$ cat src/rtl/ilws_pkg.sv
// ----------------------------------------------------------------------------
// ilws_pkg
// shared sizes, codes, types and helpers of the indexed list with shift
// ----------------------------------------------------------------------------
package ilws_pkg;

   // list geometry
   localparam int DEPTH = 16;
   localparam int WIDTH = 32;
   localparam int AW    = (DEPTH > 1) ? $clog2(DEPTH) : 1;
   localparam int LEN_W = $clog2(DEPTH + 1);
   // compare width for index resolution: holds a magnitude of 32 and any length
   localparam int CW    = ((LEN_W > 6) ? LEN_W : 6) + 1;

   // word layouts
   localparam int IDX_W       = 6;
   localparam int REQ_TDATA_W = 40;
   localparam int REQ_TUSER_W = 3;
   localparam int RSP_TDATA_W = 40;
   localparam int RSP_STAT_LSB  = 0;
   localparam int RSP_READ_LSB  = 2;
   localparam int RSP_COUNT_LSB = 34;

   typedef enum logic [2:0] {
      OP_GET    = 3'd0,
      OP_SET    = 3'd1,
      OP_APPEND = 3'd2,
      OP_INSERT = 3'd3,
      OP_REMOVE = 3'd4,
      OP_CLEAR  = 3'd5
   } op_type;

   typedef enum logic [1:0] {
      STAT_OK    = 2'd0,
      STAT_RANGE = 2'd1,
      STAT_FULL  = 2'd2
   } status_type;

   typedef enum logic [2:0] {
      ST_IDLE,
      ST_DECODE,
      ST_READ,
      ST_SHIFT_RD,
      ST_SHIFT_WR,
      ST_FINISH
   } state_type;

   typedef struct packed {
      logic             ok;
      logic [LEN_W-1:0] pos;
   } resolve_type;

   function automatic logic [WIDTH-1:0] fit_entry(input logic [31:0] v);
      logic [95:0] t;
      t = {64'd0, v};
      return t[WIDTH-1:0];
   endfunction

   function automatic logic [31:0] fit_word(input logic [WIDTH-1:0] e);
      logic [WIDTH+31:0] t;
      t = {32'd0, e};
      return t[31:0];
   endfunction

   function automatic logic [4:0] fit_count(input logic [LEN_W-1:0] n);
      logic [LEN_W+4:0] t;
      t = {5'd0, n};
      return t[4:0];
   endfunction

endpackage

$ cat src/rtl/ilws_ram.sv
// ----------------------------------------------------------------------------
// ilws_ram
// generic simple dual-port ram, one write and one registered read port
// ----------------------------------------------------------------------------
module ilws_ram #(
   parameter int DATA_W = 32,
   parameter int DEPTH  = 16
) (
   input  logic                                   clock,
   input  logic                                   we,
   input  logic [((DEPTH > 1) ? $clog2(DEPTH) : 1)-1:0] waddr,
   input  logic [DATA_W-1:0]                      wdata,
   input  logic [((DEPTH > 1) ? $clog2(DEPTH) : 1)-1:0] raddr,
   output logic [DATA_W-1:0]                      rdata
);

   logic [DATA_W-1:0] mem [DEPTH];
   logic [DATA_W-1:0] rdata_ff;

   always_ff @(posedge clock) begin
      if (we) begin
         mem[waddr] <= wdata;
      end
      rdata_ff <= mem[raddr];
   end

   assign rdata = rdata_ff;

endmodule

$ cat src/rtl/ilws_resolve.sv
// ----------------------------------------------------------------------------
// ilws_resolve
// turns a signed list index into a position and checks it against the length
// ----------------------------------------------------------------------------
module ilws_resolve (
   input  logic [ilws_pkg::IDX_W-1:0] idx,
   input  logic [ilws_pkg::LEN_W-1:0] length,
   input  logic                       allow_end,
   output ilws_pkg::resolve_type      res
);
   import ilws_pkg::*;

   logic [IDX_W-1:0] mag;
   logic [CW-1:0]    mag_w;
   logic [CW-1:0]    len_w;
   logic [CW-1:0]    fwd_w;
   logic [CW-1:0]    back_pos;

   always_comb begin
      // magnitude of a negative index, 1 to 32
      mag      = ~idx + IDX_W'(1);
      mag_w    = CW'(mag);
      len_w    = CW'(length);
      fwd_w    = CW'(idx[IDX_W-2:0]);
      back_pos = len_w - mag_w;
      if (idx[IDX_W-1]) begin
         res.ok  = (mag_w <= len_w);
         res.pos = back_pos[LEN_W-1:0];
      end else begin
         res.ok  = (fwd_w < len_w) || (allow_end && (fwd_w == len_w));
         res.pos = fwd_w[LEN_W-1:0];
      end
   end

endmodule

$ cat src/rtl/indexed_list_with_shift.sv
// ----------------------------------------------------------------------------
// indexed_list_with_shift
// ordered list of entries with get, set, append, insert, remove and clear
// ----------------------------------------------------------------------------
// The block keeps an ordered list of up to DEPTH entries in a single ram with
// one write port and one registered read port. A request word carries an
// operation in tuser and an index and a value in tdata; a negative index counts
// back from the end of the list, so -1 names the last entry. Each request gives
// exactly one response word with a status, the entry read by get (zero
// otherwise) and the list length after the operation. A bad index or a full
// list gives a status code and leaves the list untouched. One request is worked
// at a time and req_tready is low meanwhile. Set, append, clear, unused codes
// and every refused request go from decode straight to finish, get passes
// through a read state for the registered ram read. Insert moves length -
// position entries and remove length - position - 1; they move one at a time
// through the single ram port pair, a read in one cycle and a write in the
// next, stepped by one shared neighbor step and end test. A finished response
// sits in an output register, so the next request is taken while it waits.
// There is no clearing pass after reset: entries are only read after they were
// written.
module indexed_list_with_shift (
   input  logic                             clock,
   input  logic                             reset,
   // request channel
   input  logic                             req_tvalid,
   output logic                             req_tready,
   // tdata, from bit 0 up: index (6, signed), value (32), zero fill
   input  logic [ilws_pkg::REQ_TDATA_W-1:0] req_tdata,
   // tuser, from bit 0 up: op (3)
   input  logic [ilws_pkg::REQ_TUSER_W-1:0] req_tuser,
   // response channel
   output logic                             rsp_tvalid,
   input  logic                             rsp_tready,
   // tdata, from bit 0 up: status (2), read_value (32), count (5), zero fill
   output logic [ilws_pkg::RSP_TDATA_W-1:0] rsp_tdata
);
   import ilws_pkg::*;

   // sequencer state
   state_type state_ff, state_in;

   // latched request
   op_type           op_ff, op_in;
   logic [IDX_W-1:0] idx_ff, idx_in;
   logic [WIDTH-1:0] value_ff, value_in;

   // list state
   logic [LEN_W-1:0] length_ff, length_in;
   logic [LEN_W-1:0] pos_ff, pos_in;
   logic [LEN_W-1:0] cursor_ff, cursor_in;

   // result being built
   status_type       res_status_ff, res_status_in;
   logic [31:0]      res_read_ff, res_read_in;

   // output register
   logic                   rsp_valid_ff, rsp_valid_in;
   logic [RSP_TDATA_W-1:0] rsp_data_ff, rsp_data_in;

   // ram port
   logic             ram_we;
   logic [AW-1:0]    ram_waddr;
   logic [WIDTH-1:0] ram_wdata;
   logic [AW-1:0]    ram_raddr;
   logic [WIDTH-1:0] ram_rdata;

   // index check
   resolve_type res;
   logic        allow_end;

   // shared shift step: one neighbor step and its end test
   logic [LEN_W-1:0] step;
   logic             more;
   logic             is_insert;
   logic             not_full;

   ilws_resolve u_resolve (
      .idx       (idx_ff),
      .length    (length_ff),
      .allow_end (allow_end),
      .res       (res)
   );

   ilws_ram #(
      .DATA_W (WIDTH),
      .DEPTH  (DEPTH)
   ) u_ram (
      .clock (clock),
      .we    (ram_we),
      .waddr (ram_waddr),
      .wdata (ram_wdata),
      .raddr (ram_raddr),
      .rdata (ram_rdata)
   );

   assign req_tready = (state_ff == ST_IDLE);
   assign rsp_tvalid = rsp_valid_ff;
   assign rsp_tdata  = rsp_data_ff;

   assign is_insert = (op_ff == OP_INSERT);
   assign allow_end = is_insert;
   assign not_full  = (length_ff < LEN_W'(DEPTH));

   // insert walks down from the old end, remove walks up from the position
   assign step = is_insert ? (cursor_ff - LEN_W'(1)) : (cursor_ff + LEN_W'(1));
   assign more = is_insert ? (cursor_ff > pos_ff) : (step < length_ff);

   always_ff @(posedge clock) begin
      if (reset) begin
         state_ff     <= ST_IDLE;
         length_ff    <= '0;
         rsp_valid_ff <= 1'b0;
      end else begin
         state_ff     <= state_in;
         length_ff    <= length_in;
         rsp_valid_ff <= rsp_valid_in;
      end
   end

   // payload registers
   always_ff @(posedge clock) begin
      op_ff         <= op_in;
      idx_ff        <= idx_in;
      value_ff      <= value_in;
      pos_ff        <= pos_in;
      cursor_ff     <= cursor_in;
      res_status_ff <= res_status_in;
      res_read_ff   <= res_read_in;
      rsp_data_ff   <= rsp_data_in;
   end

   always_comb begin
      state_in      = state_ff;
      op_in         = op_ff;
      idx_in        = idx_ff;
      value_in      = value_ff;
      length_in     = length_ff;
      pos_in        = pos_ff;
      cursor_in     = cursor_ff;
      res_status_in = res_status_ff;
      res_read_in   = res_read_ff;
      rsp_data_in   = rsp_data_ff;
      rsp_valid_in  = rsp_valid_ff && !rsp_tready;
      ram_we        = 1'b0;
      ram_waddr     = cursor_ff[AW-1:0];
      ram_wdata     = ram_rdata;
      ram_raddr     = step[AW-1:0];

      case (state_ff)
         ST_IDLE: begin
            if (req_tvalid) begin
               op_in    = op_type'(req_tuser[2:0]);
               idx_in   = req_tdata[IDX_W-1:0];
               value_in = fit_entry(req_tdata[IDX_W+31:IDX_W]);
               state_in = ST_DECODE;
            end
         end

         ST_DECODE: begin
            res_status_in = STAT_OK;
            res_read_in   = '0;
            pos_in        = res.pos;
            state_in      = ST_FINISH;
            case (op_ff)
               OP_GET: begin
                  if (res.ok) begin
                     ram_raddr = res.pos[AW-1:0];
                     state_in  = ST_READ;
                  end else begin
                     res_status_in = STAT_RANGE;
                  end
               end
               OP_SET: begin
                  if (res.ok) begin
                     ram_we    = 1'b1;
                     ram_waddr = res.pos[AW-1:0];
                     ram_wdata = value_ff;
                  end else begin
                     res_status_in = STAT_RANGE;
                  end
               end
               OP_APPEND: begin
                  if (not_full) begin
                     ram_we    = 1'b1;
                     ram_waddr = length_ff[AW-1:0];
                     ram_wdata = value_ff;
                     length_in = length_ff + LEN_W'(1);
                  end else begin
                     res_status_in = STAT_FULL;
                  end
               end
               OP_INSERT: begin
                  // index is checked before fullness
                  if (!res.ok) begin
                     res_status_in = STAT_RANGE;
                  end else if (!not_full) begin
                     res_status_in = STAT_FULL;
                  end else begin
                     cursor_in = length_ff;
                     state_in  = ST_SHIFT_RD;
                  end
               end
               OP_REMOVE: begin
                  if (res.ok) begin
                     cursor_in = res.pos;
                     state_in  = ST_SHIFT_RD;
                  end else begin
                     res_status_in = STAT_RANGE;
                  end
               end
               OP_CLEAR: begin
                  length_in = '0;
               end
               default: begin
                  // unused codes leave the list alone
               end
            endcase
         end

         ST_READ: begin
            res_read_in = fit_word(ram_rdata);
            state_in    = ST_FINISH;
         end

         ST_SHIFT_RD: begin
            if (more) begin
               // fetch the neighbor that moves into the cursor slot
               ram_raddr = step[AW-1:0];
               state_in  = ST_SHIFT_WR;
            end else if (is_insert) begin
               ram_we    = 1'b1;
               ram_waddr = pos_ff[AW-1:0];
               ram_wdata = value_ff;
               length_in = length_ff + LEN_W'(1);
               state_in  = ST_FINISH;
            end else begin
               length_in = length_ff - LEN_W'(1);
               state_in  = ST_FINISH;
            end
         end

         ST_SHIFT_WR: begin
            ram_we    = 1'b1;
            ram_waddr = cursor_ff[AW-1:0];
            ram_wdata = ram_rdata;
            cursor_in = step;
            state_in  = ST_SHIFT_RD;
         end

         ST_FINISH: begin
            // wait for the output register to free up
            if (!rsp_valid_ff || rsp_tready) begin
               rsp_valid_in = 1'b1;
               rsp_data_in  = {1'b0, fit_count(length_ff), res_read_ff, res_status_ff};
               state_in     = ST_IDLE;
            end
         end

         default: begin
            state_in = ST_IDLE;
         end
      endcase
   end

endmodule

$ cat config.mk
export PLATFORM = sky130hd
export DESIGN_NAME = indexed_list_with_shift
export DESIGN_NICKNAME = d
export VERILOG_FILES = /design/src/rtl/ilws_pkg.sv /design/src/rtl/ilws_ram.sv /design/src/rtl/ilws_resolve.sv /design/src/rtl/indexed_list_with_shift.sv
export SDC_FILE = /design/constraint.sdc
export NUM_CORES = 1
export LEC_CHECK = 0
export BUFFER_PORTS_ARGS = -buffer_cell sky130_fd_sc_hd__buf_2
export CAP_MARGIN = 20
export CORE_UTILIZATION = 33
export DETAILED_ROUTE_END_ITERATION = 8
export MAX_ROUTING_LAYER = met4
export PLACE_DENSITY = 0.51
export SLEW_MARGIN = 20
export SYNTH_ARGS = -nofsm -noshare
export SYNTH_HDL_FRONTEND = slang
export SYNTH_SLANG_ARGS = --single-unit
$ cat constraint.sdc
create_clock -name clock -period 7.9 [get_ports clock]
set_clock_uncertainty 0.1 [all_clocks]
set_input_delay 0.79 -clock clock [delete_from_list [all_inputs] [get_ports clock]]
set_output_delay 0.79 -clock clock [all_outputs]
set_load 0.005 [all_outputs]
## Yosys cells after proc, flatten, opt, wreduce, memory -nomap -nowiden

Memory sizes are Yosys's and may differ from the RTL's. A register that Yosys moved wholly into a read port is not among the register bits.
Index checks and enable logic that the tools add are counted.

| storage, ports and cells | value |
|---|---|
| flip-flop bits (word level) | 133 |
| RAM bits | 512 |
| input port bits | 47 |
| output and inout port bits | 42 |
| logic and storage cells | 113 |
| memories | 1 |

| cells by class | value |
|---|---|
| add/subtract/negate cells | 6 |
| $lt $le $gt $ge | 5 |
| equality and inequality tests | 20 |
| mux-type cells | 52 |
| bitwise logic cells | 1 |
| reduce and logical (&&, ||, !) cells | 17 |

Memories:

| memory | words | bits a word | rd ports | clocked after memory_dff | write ports | line | text |
|---|---|---|---|---|---|---|---|
| u_ram.mem | 16 | 32 | 1 | 1 | 1 | ilws_ram.sv:17 | `logic [DATA_W-1:0] mem [DEPTH];` |

Operator list:

| operator | count |
|---|---|
| 32-bit case mux with 2 select lines | 3 |
| 32-bit two-way mux | 4 |
| 5-bit case mux with 2 select lines | 4 |
| 5-bit two-way mux | 7 |
| 4-bit two-way mux | 7 |
| 3-bit two-way mux | 6 |
| 3-bit case mux with 6 select lines | 1 |
| 4-bit case mux with 2 select lines | 2 |
| 3-bit inequality test, second input constant | 5 |
| 3-bit by 2-bit == test with 1-bit output, second input constant | 4 |
| 3-bit == test, second input constant | 4 |
| 1-bit two-way mux | 11 |
| 5-bit by 1-bit adder with 5-bit output, second input constant | 2 |
| 5-bit less-than comparator | 2 |
| 5-bit by 1-bit subtractor with 5-bit output, second input constant | 2 |
| 3-bit case mux with 3 select lines | 1 |
| 6-bit by 1-bit adder with 6-bit output, second input constant | 1 |
| 3-bit by 1-bit == test with 1-bit output, second input constant | 2 |
| 6-bit by 5-bit <= comparator with 1-bit output | 1 |
| 3-bit zero test | 2 |
| 6-bit two-way mux | 1 |
| 2-bit inequality test, second input constant | 3 |
| 6-bit inverter | 1 |
| 2-bit case mux with 3 select lines | 1 |
| other kinds (16) | 24 |

## Logic depth before layout (Yosys ltp)

| depth | value |
|---|---|
| depth in word-level cells | 9 |
| mapped depth | 18 |
| mapped depth without buffers | 15 |

## Hierarchy

From an unflattened synthesis, not the netlist that was laid out.

| unflattened totals | value |
|---|---|
| cells, all modules | 1296 |
| area, all modules | 26202.6 sq um |

Modules (own cells, without submodules):

| module | instances | cells each | area an instance (sq um) | seq. area each (sq um) |
|---|---|---|---|---|
| ilws_ram | 1 | 838 | 19835.3 | 16015.4 |
| indexed_list_with_shift | 1 | 387 | 5860.6 | 3903.7 |
| ilws_resolve | 1 | 71 | 506.7 | 0.0 |

## Worst setup path after synthesis

OpenSTA, ideal clock, no wires.

| timing path | value |
|---|---|
| path type | reg-to-reg |
| start point | register idx_ff[0] |
| end point | memory u_ram.mem[15][0] (enable) |
| library setup time | 0.468 ns |
| data arrival time | 5.294 ns |
| data required time | 7.332 ns |
| slack | 2.038 ns |
| cell stages (with the launch flop) | 16 |
| path buffers | 1 |
| clock period less this slack | 5.862 ns |
| cell sequence | edfxtp_1 -> inv_1 -> ha_1 -> nand2_1 -> xor2_1 -> ha_1 -> nand3_1 -> o21ai_0 -> a31oi_1 -> or3_1 -> buf_2 -> nor2_1 -> o311ai_1 -> nand2_1 -> nor3b_1 -> nor3b_1 |

| between the ends | value |
|---|---|
| word-level cells in the longest chain between the ends | 9 |
| elaborated cells between the ends (all ways) | 17 |
| classes of those cells | add/sub (2); order compare (2); eq/ne (1); mux (9); bitwise (1); reduce/logical (2) |

Ends and longest elaborated chain:

| what | line | text |
|---|---|---|
| start, declared | indexed_list_with_shift.sv:44 | `logic [IDX_W-1:0] idx_ff, idx_in;` |
| start signal, assigned | indexed_list_with_shift.sv:123 | `idx_ff <= idx_in;` |
| 6-bit inverter or 5-bit == test (tied branches) | ilws_resolve.sv:21, ilws_resolve.sv:30 |  |
| 6-bit by 1-bit adder with 6-bit output or 1-bit logical AND (tied branches) | ilws_resolve.sv:21, ilws_resolve.sv:30 |  |
| 6-bit by 5-bit <= comparator with 1-bit output or 1-bit logical OR (tied branches) | ilws_resolve.sv:27, ilws_resolve.sv:30 |  |
| 6-bit two-way mux * | ilws_resolve.sv:26 | `if (idx[IDX_W-1]) begin` |
| 1-bit two-way mux | indexed_list_with_shift.sv:174 | `if (res.ok) begin` |
| 1-bit case mux with 2 select lines | indexed_list_with_shift.sv:164 | `case (op_ff)` |
| 1-bit case mux with 3 select lines | indexed_list_with_shift.sv:149 | `case (state_ff)` |
| 1-bit two-way mux | ilws_ram.sv:21 | `if (we) begin` |
| 1-bit two-way mux (not written as such) | ilws_ram.sv:22 | `mem[waddr] <= wdata;` |
| end, declared | ilws_ram.sv:17 |  |

Mark *: on every way between the ends. The rest lies on a longest branch, timed or not.

## Worst setup path in the final report

| timing path | value |
|---|---|
| start point | register idx_ff[0] |
| end point | memory u_ram.mem[8][21] (enable) |

Same word-level chain as after synthesis.

==> key figures <==
Outcome
  – Status: completed

GRT
  – All-Layer GR Usage: 0.1666
  – Vias in the first global route: 15573
  – Grt total ovfl: 0
  – Initial antenna violation count: 0
  – Global-route wire length before repair: 101400 µm
  – Largest net degree at the start of global routing: 129

Placed design
  – Setup WS pre-CTS: 2.452 ns
  – DP Wirelength: 38780 µm
  – Gpl congestion: 0.7866
  – Port bufs: 85

Drt
  – Final wirelength: 68920 µm
  – Vias per cell: 5.187
  – Number of DRC markers in iteration 0: 1189
  – Routed Antenna Nets: 0
  – # DRC: 0
  – DR WL/cell: 22.84 µm
  – Vias: 15654
  – First-pass iteration count of the detailed router: 5

Synth
  – Post-synth cell types: 58
  – Synthesized area: 27390 µm²
  – FFs w/ async S/R, synth: 0
  – Post-Synthesis Cells: 1768
  – Top FF cell, synth: edfxtp_1
  – Synthesized area per cell: 15.49 µm²
  – Ys Warns: 0
  – Net Count, Synth: 1842
  – Number of register bits inferred by synthesis: 677
  – Sequential-to-total area share from yosys stat: 0.7272
  – Post-synth EDFFs: 636

Floorplan
  – Die Ht: 290.1 µm
  – Core ar.: 82110 µm²
  – Initial core utilization: 0.3336
  – FP Rows: 105
  – DIE AREA: 84160 µm²
  – Ports: 89
  – Die width: 290.1 µm

Hold path
  – Worst hold path type: in2reg

Critical path
  – CP Capture Type: flop
  – Critical path fanouts, max: 19
  – Reg2reg setup slack: 2.46 ns
  – Worst setup SP type: flop
  – Worst Path Required: 8.04 ns
  – R2R Path Start: idx_ff[0]
  – Crit path launch: idx_ff[0]
  – Reg2Reg Capture Point: u_ram.mem[8][21]
  – Worst path arrival time: 5.58 ns
  – Critical Path Sink: u_ram.mem[8][21]
  – R2r worst-path depth: 15
  – Kind of critical path: reg2reg

Timing
  – Post-layout min period: 5.440 ns
  – Final Hold Viols: 0
  – Setup TNS: 0 ns
  – Fin. max-slew vios: 0
  – Final worst-path cycle share: 0.6886
  – Max Freq: 0.1838 GHz
  – Finish-stage setup viols: 0
  – Final WS setup: 2.460 ns
  – Worst-margin pin slew: 1.118 ns
  – Max_slew headroom: 0.2547
  – RSZ-0062 raised after global routing: no

Clocking
  – Max Buffers Root-to-Sink: 3
  – Clk sink count: 677
  – Cts repair resizes: 0
  – H-tree depth: 3
  – # hold bufs at CTS: 0
  – Worst-Skew Late Latency: 0.61 ns
  – Setup Buffers After CTS: 0
  – CTS root buf: clkbuf_16
  – Cts bufs inserted: 72
  – CTS tree: yes
  – Clock-pin slew on the worst setup and hold paths: 0.06 ns

Finish
  – Area grow syn2layout: 15.78%
  – Most common cell after layout, fill and taps aside: edfxtp_1
  – Nets@finish: 1966
  – ANT cells: 0
  – Most frequent cells in the layout: 636 x edfxtp_1, 272 x mux2i_1, 160 x o22ai_1
  – Layout cells sized above 1: 0.1530

Pwr
  – Power density cells: 322.5 nW/µm²
  – Maximum vdd drop: 0.2161 mV
  – P_leak: 11.36 nW

Flow run
  – Number of max-cap violations: 0
## flip-flops by register name (all words and copies together), names as in the netlist
signal,count
u_ram.rdata,32
pos_ff,5
length_ff,5
res_read_ff,32
res_status_ff,2
rsp_tdata,39
op_ff,3
value_ff,32
rsp_tvalid,1
state_ff,3
cursor_ff,5
u_ram.mem,512
idx_ff,6
## cells in the mapped netlist (26+ instances only)
| cell | count | area [µm²] |
|---|---|---|
| and2_1 | 34 | 212.7 |
| a221oi_1 | 29 | 254.0 |
| a21o_1 | 31 | 232.7 |
| o22ai_1 | 160 | 1001 |
| mux2i_1 | 273 | 2733 |
| nand2_1 | 73 | 274.0 |
| a211oi_1 | 28 | 210.2 |
| buf_2 | 30 | 150.1 |
| ha_1 | 26 | 325.3 |
| dfxtp_1 | 41 | 820.8 |
| clkbuf_1 | 66 | 247.7 |
| edfxtp_1 | 636 | 19100 |
| nor2_1 | 137 | 514.2 |
## how the worst min path moves through the flow
stage                startpoint            end  slack, ns  cells after the start
2_1_floorplan  res_status_ff[0]   rsp_tdata[0]       0.30                      0
3_3_place_gp    res_read_ff[20]  rsp_tdata[22]       0.30                      0
3_5_place_dp     res_read_ff[5]   rsp_tdata[7]       0.30                      0
4_1_cts           req_tdata[17]   value_ff[11]       0.22                      1
5_1_grt           req_tdata[17]   value_ff[11]       0.23                      1
6_report          req_tdata[17]   value_ff[11]       0.25                      1
## through the flow
stage | power, mW | hold WS, ns | cell area, µm² | utilization | std cells
3_5_place_dp | 7.024 | 0.3045 | 29400 | 0.3581 | 2888
5_1_grt | 10.66 | 0.2274 | 31710 | 0.3862 | 3018
4_1_cts | 10.30 | 0.2167 | 31710 | 0.3862 | 3018
2_1_floorplan | 6.130 | 0.3003 | 27390 | - | 1768
6_report | 10.23 | 0.2542 | 31710 | 0.3862 | 3018
3_3_place_gp | 6.954 | 0.3001 | 29400 | 0.3581 | 2888
## cell families after synthesis
| logic type | after synthesis | synth area share |
|---|---|---|
| simple gates | 324 | 0.05527 |
| fa+ha+maj | 27 | 0.01261 |
| buf+inv | 126 | 0.01882 |
| flops | 677 | 0.7272 |
| other cells | 1 | 0.0001369 |
| xor+xnor | 11 | 0.003517 |
| compound gates | 319 | 0.07857 |
| mux | 283 | 0.1039 |
## area by class of cell
| type | instances | area (µm²) |
|---|---|---|
| fillers | 7533 | 50400 |
| flip-flops and latches | 677 | 19920 |
| multi-input cells | 965 | 7104 |
| clock buffers | 107 | 2043 |
| well taps | 1070 | 1339 |
| repair buffers | 152 | 953.4 |
| clock inverters | 23 | 264.0 |
| inverters | 24 | 90.09 |
## routing by layer
metal	GRT usage	vias to the layer above	part of all wire
met5	-	-	0
met1	0.2168	7973	0.45
met4	0.05073	0	0.022
li1	-	7138	-
met2	0.2707	440	0.48
met3	0.02206	103	0.045
## critical path: stages (launching register included)
cell and delay (ns):
edfxtp_1 0.44, inv_1 0.13, ha_1 0.20, nand2_1 0.08, xor2_1 0.14, ha_1 0.35
nand3_1 0.10, o21bai_1 0.16, a31oi_1 0.31, or3_1 0.46, mux2i_1 0.24, nor2_1 0.06
o21ai_0 0.66, nand2_1 0.45, nor2_4 0.68, buf_4 0.51
## power breakdown
| group | switching (mW) | internal, mW |
|---|---|---|
| combinational | 1.42 | 0.734 |
| clock | 1.36 | 1.90 |
| sequential | 0.228 | 4.58 |
| total | 3.01 | 7.21 |
Power figures use the tool's default switching activity.
